**config.mk**
```make
export PLATFORM = sky130hd
export DESIGN_NAME = masked_ascon_sbox_slice_top
export DESIGN_NICKNAME = d
export VERILOG_FILES = /design/src/rtl/masbox_pkg.sv /design/src/rtl/masked_ascon_sbox_slice_top.sv
export SDC_FILE = /design/constraint.sdc
export NUM_CORES = 2
export LEC_CHECK = 0
export BUFFER_PORTS_ARGS = -buffer_cell sky130_fd_sc_hd__buf_2
export CAP_MARGIN = 30
export CORE_ASPECT_RATIO = 0.7
export CORE_MARGIN = 1
export CORE_UTILIZATION = 50
export CTS_BUF_LIST = sky130_fd_sc_hd__clkbuf_4 sky130_fd_sc_hd__clkbuf_8
export DETAILED_ROUTE_END_ITERATION = 7
export PLACE_DENSITY = 0.71
export SLEW_MARGIN = 20
export SYNTH_ARGS = -nofsm -noshare
export SYNTH_HDL_FRONTEND = slang
export SYNTH_SLANG_ARGS = --single-unit
```
**constraint.sdc**
```tcl
create_clock -name clk -period 12.9 [get_ports clk]
set_input_delay 1.935 -clock clk [delete_from_list [all_inputs] [get_ports clk]]
set_output_delay 1.935 -clock clk [all_outputs]
set_load 0.02 [all_outputs]
```
**src/rtl/masbox_pkg.sv**
```systemverilog
// Types, share-count codes and S-box step functions for the masked Ascon S-box slice.
// No dependencies; used by masked_ascon_sbox_slice_top.

package masbox_pkg;

	typedef logic [31:0] word_t;
	typedef word_t [1:0] pair_t;    // [0] = share 0, [1] = share 1
	typedef pair_t [5:0] slice_t;   // lanes 0..4 and scratch lane 5

	// Active-share codes after saturation
	typedef enum logic [1:0] {
		SHARES_NONE = 2'd0,
		SHARES_ONE  = 2'd1,
		SHARES_TWO  = 2'd2
	} shares_t;

	localparam logic [1:0] SHARE_COUNT_RESET = 2'd2;
	localparam logic [1:0] SHARE_COUNT_SAT   = 2'd3;

	// Cross-share rotations: 5 * (index difference) mod 32
	localparam logic [4:0] ROT_NEG = 5'd27;
	localparam logic [4:0] ROT_POS = 5'd5;

	// Rotate right by a 5-bit amount
	function automatic word_t ror32(input word_t v, input logic [4:0] n);
		logic [5:0] inv;
		inv = 6'd32 - {1'b0, n};
		return (v >> n) | (v << inv);
	endfunction

	// Masked Toffoli gate: c ^= a AND NOT b over the active shares
	function automatic pair_t toffoli(input pair_t c, input pair_t a, input pair_t b,
		input shares_t act);
		pair_t r;
		r = c;
		case (act)
			SHARES_ONE: begin
				r[0] = c[0] ^ (a[0] & ~b[0]);
			end
			SHARES_TWO: begin
				r[0] = c[0] ^ (a[0] & ~b[0]) ^ (a[0] & ror32(b[1], ROT_POS));
				r[1] = c[1] ^ (a[1] & ~ror32(b[0], ROT_NEG)) ^ (a[1] & b[1]);
			end
			default: begin
				r = c;
			end
		endcase
		return r;
	endfunction

	// First affine layer on one share
	function automatic slice_t affine_first(input slice_t x, input logic d);
		slice_t r;
		r = x;
		r[2][d] = r[2][d] ^ r[1][d];
		r[0][d] = r[0][d] ^ r[4][d];
		r[4][d] = r[4][d] ^ r[3][d];
		return r;
	endfunction

	// Second affine layer on one share
	function automatic slice_t affine_second(input slice_t x, input logic d);
		slice_t r;
		r = x;
		r[2][d] = r[2][d] ^ r[5][d];
		r[1][d] = r[1][d] ^ r[0][d];
		r[0][d] = r[0][d] ^ r[4][d];
		r[3][d] = r[3][d] ^ r[2][d];
		return r;
	endfunction

endpackage

```
**src/rtl/masked_ascon_sbox_slice_top.sv**
```systemverilog
// Masked Ascon S-box on one 32-bit bit-interleaved slice of six two-share lanes.
// Depends on masbox_pkg (types, share codes, gate and affine functions).
//
// Usage:
//   Input channel (in_valid/in_ready) carries twelve 32-bit words: lanes 0..4
//   and the scratch lane, two shares each. Output channel (out_valid/out_ready)
//   returns the same twelve words after the S-box, one result per input.
//   Config channel (cfg_valid/cfg_ready) writes share_count: 1 unmasked,
//   2 two-share, 3 acts as 2, 0 leaves everything but the lane 2 share 0
//   inversion untouched. cfg_ready is always high; write only while idle.
// Pipeline and throughput:
//   An input register, then the S-box logic into the result register, from
//   which the result transfers. One item per cycle sustained while out_ready
//   stays high.
// Reset:
//   arst_n clears both valid flags and sets share_count to 2.
// Stall:
//   While out_ready is low the result holds; one more item can sit in the
//   input register, after which in_ready drops until the result is taken.

module masked_ascon_sbox_slice_top (
	input  logic                clk,
	input  logic                arst_n,
	input  logic                cfg_valid,
	output logic                cfg_ready,
	input  logic [1:0]          cfg_data,
	input  logic                in_valid,
	output logic                in_ready,
	input  masbox_pkg::word_t   lane0_share0,
	input  masbox_pkg::word_t   lane0_share1,
	input  masbox_pkg::word_t   lane1_share0,
	input  masbox_pkg::word_t   lane1_share1,
	input  masbox_pkg::word_t   lane2_share0,
	input  masbox_pkg::word_t   lane2_share1,
	input  masbox_pkg::word_t   lane3_share0,
	input  masbox_pkg::word_t   lane3_share1,
	input  masbox_pkg::word_t   lane4_share0,
	input  masbox_pkg::word_t   lane4_share1,
	input  masbox_pkg::word_t   scratch_share0,
	input  masbox_pkg::word_t   scratch_share1,
	output logic                out_valid,
	input  logic                out_ready,
	output masbox_pkg::word_t   out_lane0_share0,
	output masbox_pkg::word_t   out_lane0_share1,
	output masbox_pkg::word_t   out_lane1_share0,
	output masbox_pkg::word_t   out_lane1_share1,
	output masbox_pkg::word_t   out_lane2_share0,
	output masbox_pkg::word_t   out_lane2_share1,
	output masbox_pkg::word_t   out_lane3_share0,
	output masbox_pkg::word_t   out_lane3_share1,
	output masbox_pkg::word_t   out_lane4_share0,
	output masbox_pkg::word_t   out_lane4_share1,
	output masbox_pkg::word_t   out_scratch_share0,
	output masbox_pkg::word_t   out_scratch_share1
);

	import masbox_pkg::*;

	logic [1:0] share_count_q;
	shares_t    act;

	logic       valid_s1;
	slice_t     data_s1;
	logic       valid_q;
	slice_t     result_q;
	slice_t     sbox;
	logic       adv_out;
	logic       adv_in;

	// Config register: always ready, written on transfer
	assign cfg_ready = 1'b1;

	always_ff @(posedge clk or negedge arst_n) begin
		if (!arst_n) begin
			share_count_q <= SHARE_COUNT_RESET;
		end else if (cfg_valid && cfg_ready) begin
			share_count_q <= cfg_data;
		end
	end

	// Saturate share count three to two shares
	always_comb begin
		case (share_count_q)
			SHARE_COUNT_SAT: act = SHARES_TWO;
			default:         act = shares_t'(share_count_q);
		endcase
	end

	// Handshake: result register frees when empty or taken
	assign adv_out   = !valid_q || out_ready;
	assign adv_in    = !valid_s1 || adv_out;
	assign in_ready  = adv_in;
	assign out_valid = valid_q;

	always_ff @(posedge clk or negedge arst_n) begin
		if (!arst_n) begin
			valid_s1 <= 1'b0;
			valid_q  <= 1'b0;
		end else begin
			if (adv_in) begin
				valid_s1 <= in_valid;
			end
			if (adv_out) begin
				valid_q <= valid_s1;
			end
		end
	end

	// Capture input words on transfer
	always_ff @(posedge clk) begin
		if (in_valid && adv_in) begin
			data_s1[0] <= {lane0_share1, lane0_share0};
			data_s1[1] <= {lane1_share1, lane1_share0};
			data_s1[2] <= {lane2_share1, lane2_share0};
			data_s1[3] <= {lane3_share1, lane3_share0};
			data_s1[4] <= {lane4_share1, lane4_share0};
			data_s1[5] <= {scratch_share1, scratch_share0};
		end
	end

	// S-box: affine, five Toffoli gates, affine, invert lane 2 share 0
	always_comb begin
		slice_t x;
		x = data_s1;
		if (act == SHARES_ONE || act == SHARES_TWO) begin
			x = affine_first(x, 1'b0);
		end
		if (act == SHARES_TWO) begin
			x = affine_first(x, 1'b1);
		end
		x[5] = toffoli(x[5], x[4], x[3], act);
		x[4] = toffoli(x[4], x[1], x[0], act);
		x[1] = toffoli(x[1], x[3], x[2], act);
		x[3] = toffoli(x[3], x[0], x[4], act);
		x[0] = toffoli(x[0], x[2], x[1], act);
		if (act == SHARES_ONE || act == SHARES_TWO) begin
			x = affine_second(x, 1'b0);
		end
		x[2][0] = ~x[2][0];
		if (act == SHARES_TWO) begin
			x = affine_second(x, 1'b1);
		end
		sbox = x;
	end

	// Load result register when it advances
	always_ff @(posedge clk) begin
		if (adv_out && valid_s1) begin
			result_q <= sbox;
		end
	end

	assign out_lane0_share0   = result_q[0][0];
	assign out_lane0_share1   = result_q[0][1];
	assign out_lane1_share0   = result_q[1][0];
	assign out_lane1_share1   = result_q[1][1];
	assign out_lane2_share0   = result_q[2][0];
	assign out_lane2_share1   = result_q[2][1];
	assign out_lane3_share0   = result_q[3][0];
	assign out_lane3_share1   = result_q[3][1];
	assign out_lane4_share0   = result_q[4][0];
	assign out_lane4_share1   = result_q[4][1];
	assign out_scratch_share0 = result_q[5][0];
	assign out_scratch_share1 = result_q[5][1];

endmodule

```
Yosys cells after proc, flatten, opt, wreduce, memory -nomap -nowiden:

Index checks and enable logic that the tools add are counted.
W data, S select, Z words.

* flip-flop bits (word level): 772
* latch bits: 0
* bits in writable memories: 0
* memory bits (read-only): 0
* input bits: 391
* output and inout port bits: 387
* word-level logic and storage cells: 127
* memories kept: 0

* add/sub/neg operators: 0
* multipliers: 0
* div/mod/pow operators: 0
* magnitude comparators: 0
* equality and inequality tests: 3
* shift-type cells: 0
* mux-type cells: 15
* bitwise logic cells: 75
* reductions and logical operators: 7

Operator list (count)
* $xor A32 B32 Y32: 34
* $and A32 B32 Y32: 20
* $not A32 Y32: 11
* $mux W320: 1
* $pmux W32 S2: 5
* $mux W288: 1
* $mux W256: 1
* $mux W224: 1
* $mux W32: 5
* $or A27 B32 Y32: 5
* $or A5 B32 Y32: 5
* $eq A2 B2 Y1 const B: 2
* $logic_or A1 B1 Y1: 3
* $eq A2 B1 Y1 const B: 1
* $logic_and A1 B1 Y1: 2
* $logic_not A1 Y1: 2
* $mux W2: 1

Logic depth before layout (Yosys ltp):

* depth after elaboration: 22
* depth in mapped cells: 14
* gate-level depth less buffers: 10

Worst setup path after synthesis:

No wires, ideal clock.

* kind: input to register
* from: in out_ready
* to: reg data_s1[0] in the netlist's numbering, enable pin
* library setup time: 0.794 ns
* arrival: 10.912 ns
* required time: 12.106 ns
* setup slack: 1.194 ns
* cell stages on the path: 2
* buffers on the path: 0
* path through: nand3b_1 -> and2_1

* longest elaborated chain between the ends: 3

RTL lines
* start, declared: line masked_ascon_sbox_slice_top.sv:42 `input logic out_ready,`
* $logic_or A1 B1 Y1: line masked_ascon_sbox_slice_top.sv:90 `assign adv_out = !valid_q || out_ready;`
* $logic_or A1 B1 Y1: line masked_ascon_sbox_slice_top.sv:91 `assign adv_in = !valid_s1 || adv_out;`
* $logic_and A1 B1 Y1: line masked_ascon_sbox_slice_top.sv:111 `if (in_valid && adv_in) begin`
* end, declared: line masked_ascon_sbox_slice_top.sv:63 `slice_t data_s1;`

Every way passes these cells.
A chain may end at the register's enable or synchronous reset.

==> results by group <==
Outcome
  • Outcome: finished, final reports clean

Timing
  • Max transition margin: between 30% and 40%
  • Unrepaired setup endpoints after global routing: false
  • Post-route minimum period: approximately 5500 ps
  • Fin crit share: 42.7%
  • Final setup vio count: 0
  • Setup TNS: 0 ps
  • Worst hold margin: roughly 490 ps
  • Final Max Tran Viols: 0
  • Final hold vios: 0
  • Clk_skew: 32.5 ps
  • Worst setup margin: 7390 ps
  • Worst-Margin Slew: just under 1000 ps
  • Fmax: around 180 MHz

Logic synthesis
  • Post-Synthesis Cells: between 4,000 and 5,000
  • Synthesis-stage register bit count: approximately 770
  • Syn nets: approximately 5,400
  • Post-synth ARST share: less than 1%
  • Yosys warning count: 0
  • Ys flop type: edfxtp_1
  • Post-synth EDFFs: between 700 and 800
  • Synth cell types: roughly 100
  • Mapped cell area: slightly above 50,000 µm²
  • Mean Syn Cell Area: about 10 µm²
  • Sequential cell area fraction in the yosys report: a little under half

CTS
  • TritonCTS buffer count: 130
  • TritonCTS clock tree: done
  • CTS H-tree lvls: 4
  • Hold Buf Count CTS: 0
  • Clock-pin transition on the worst setup and hold timing paths: 70 ps
  • Post-CTS setup buffers: 0
  • # resized after CTS: 0
  • Clock root cell: clkbuf_8
  • Worst skew pair latency: 870 ps
  • Worst-case clock buffer depth: 3
  • Clock sink count: a little under 800

Drt
  • Drt first pass iters: 6
  • Final WL: approximately 140,000 µm
  • Vias per inst: 5.81
  • Via count: 40,500
  • Detailed-route DRC error count: 0
  • Initial DRC count: between 3,000 and 4,000
  • Routed WL per cell: 20.8 µm
  • Antenna Nets Post-Route: 0

Critical path
  • CP Class: reg -> reg
  • Crit path buffers/inverters: 2
  • Startpoint class of the critical path: flop
  • Slowest CP cell: dfstp_4
  • Crit path max fanout: 63
  • WP data arrival: between 6000 and 7000 ps
  • R2R Setup Slk: roughly 7400 ps
  • Top Family by Delay on Critical Path: compound AO/OA/AOI/OAI gates
  • Max incr delay on CP: 1000 ps
  • Worst setup EP type: flop
  • CP cell instances: buf_4, or2_4, buf_4, a21oi_1, o311ai_0, a21oi_1, o21ai_1, nor4_1, a2111oi_0, nand3_1
  • Critical path data required time: approximately 13,000 ps
  • CP Launch Point: share_count_q[1]$_DFFE_PN1P_
  • R2R Path Start: share_count_q[1]$_DFFE_PN1P_

Global routing
  • Aggregate global-route resource usage: 27.0%
  • Total gr overflow: 0
  • Vias in the first global route: 37,600
  • Number of antenna violations at the first check in global routing: 29
  • Pin count of the biggest net entering global routing: 130
  • First-pass GRT wire length: between 200,000 and 250,000 µm

Floorplanning
  • Die Height: ~270 µm
  • Site Rows: 97
  • Die ar.: slightly above 100,000 µm²
  • I/O pins: 778
  • Initial Util: between 50% and 60%
  • Core footprint: approximately 100,000 µm²
  • Die Wd: roughly 380 µm

Placed design
  • HPWL Detailed: ~100,000 µm
  • Placed cells: approximately 6,700
  • Placed Area: roughly 55,000 µm²
  • GPL Wtd Cong: roughly 0.90
  • PortBufs: slightly below 800
  • Dpl ws: approximately 7600 ps

Power
  • PwrDens: between 100 and 150 nW/µm²
  • Static Leak: ~22 nW
  • Total power: a little over 8 mW
  • Worst vdd ir: between 0.09 and 0.1 mV

Cells and area
  • Filler Cell Count: between 8,000 and 9,000
  • Fin cells: roughly 7,000
  • Layout cells sized above 1: 20.4%
  • Largest register FFs: approximately 380
  • Nets: a little under 6,000
  • Core Util, Final: a little under three fifths
  • Area Overhead vs Synth: 13.2%
  • Register name with the most flops: data_s1
  • Final Cell Area: 58,100 µm²

Hold path
  • Hold/Removal Path Class: reg -> reg
  • Worst hold start: valid_s1$_DFFE_PN0N_

Run
  • Maxcap violations: 0
logic make-up after synthesis:
group	Yosys count	share of synthesized area (%)
xor+xnor	995	18.6
mux	175	3.88
other cells	1	0.00731
fa+ha+maj	32	0.780
compound gates	1017	13.3
simple gates	1441	13.9
flops	772	45.1
buf+inv	547	4.44
final timing paths:
path | end | cells after the start
min | out_valid$_DFFE_PN0P_ | 1
min reg2reg | out_valid$_DFFE_PN0P_ | 1
min in group asynchronous | out_valid$_DFFE_PN0P_ | 1
max reg2reg | out_lane1_share1[24]$_DFFE_PP_ | 10
max | out_lane1_share1[24]$_DFFE_PP_ | 10
max in group asynchronous | share_count_q[1]$_DFFE_PN1P_ | 1
synthesized netlist by cell type, types with 26 or more instances:
cell type,count,area share (%)
and3_1,41,0.50
nor2_1,304,2.2
o22ai_1,31,0.38
buf_2,79,0.77
nor2b_1,52,0.63
nand4_1,32,0.39
edfxtp_1,768,45
buf_1,46,0.34
a21o_1,31,0.45
and2_1,32,0.39
a21boi_0,32,0.47
ha_1,32,0.78
clkbuf_1,248,1.8
mux2i_1,128,2.5
o21ai_0,270,2.6
nand2_1,442,3.2
nor3_1,113,1.1
mux2_2,31,0.68
nand2b_1,88,1.1
xnor3_1,36,1.6
nand3_1,132,1.3
xor2_1,291,5.0
a211oi_1,26,0.38
nor3b_1,48,0.70
a22oi_1,53,0.78
a21oi_1,205,2.0
nand3b_1,28,0.41
inv_1,135,0.99
or3_1,38,0.46
xnor2_1,641,11
o211ai_1,33,0.48
o21a_1,31,0.45
a31oi_1,41,0.50
cell usage in the layout, fill, tap and decap left out, types with 18 or more instances in the layout:
cell / instances
nand3b_1: 28
nor3b_1: 48
nand4_1: 32
mux2i_1: 128
nand3_1: 132
o22ai_1: 31
a31oi_1: 41
nor2b_1: 51
nor3_1: 113
and3_1: 41
a22oi_1: 53
ha_1: 32
inv_1: 135
xor2_1: 291
diode_2: 18
and2_1: 30
o21a_1: 31
buf_2: 776
xor3_1: 20
or3_1: 38
nand2_1: 442
xnor3_1: 36
o211ai_1: 33
buf_4: 28
clkinv_1: 24
a211oi_1: 26
o31ai_1: 24
nor2_1: 304
nand2b_1: 87
clkbuf_8: 138
mux2_2: 31
a21oi_1: 205
o21ai_0: 270
clkinv_2: 21
clkbuf_4: 34
a21boi_0: 32
a21o_1: 31
edfxtp_1: 768
xnor2_1: 641
metal layers:
metal,up-vias,wire length [µm],global-route usage (%)
met5,-,126,0
met4,18,4450,10.1
met3,301,12400,6.34
met2,1807,66100,41.4
met1,19400,61500,36.9
li1,19000,-,-
area by class of cell:
cell class / instances / area (µm²) / share of cell area (%)
diodes: 18 / 45.0 / 0.0776
clock buffers: 172 / 2150 / 3.71
clock inverters: 55 / 412 / 0.709
inverters: 140 / 531 / 0.914
multi-input cells: 3661 / 25900 / 44.6
flip-flops and latches: 772 / 23200 / 39.9
well taps: 1336 / 1670 / 2.88
repair buffers: 808 / 4190 / 7.21
power breakdown:
group	switching, mW	internal (mW)	leakage (nW)	total [mW]
combinational	1.43	1.01	13.5	2.44
clock	1.06	1.19	1.36	2.25
sequential	0.265	3.15	7.42	3.41
No activity file was read; power rests on OpenSTA's default activity.
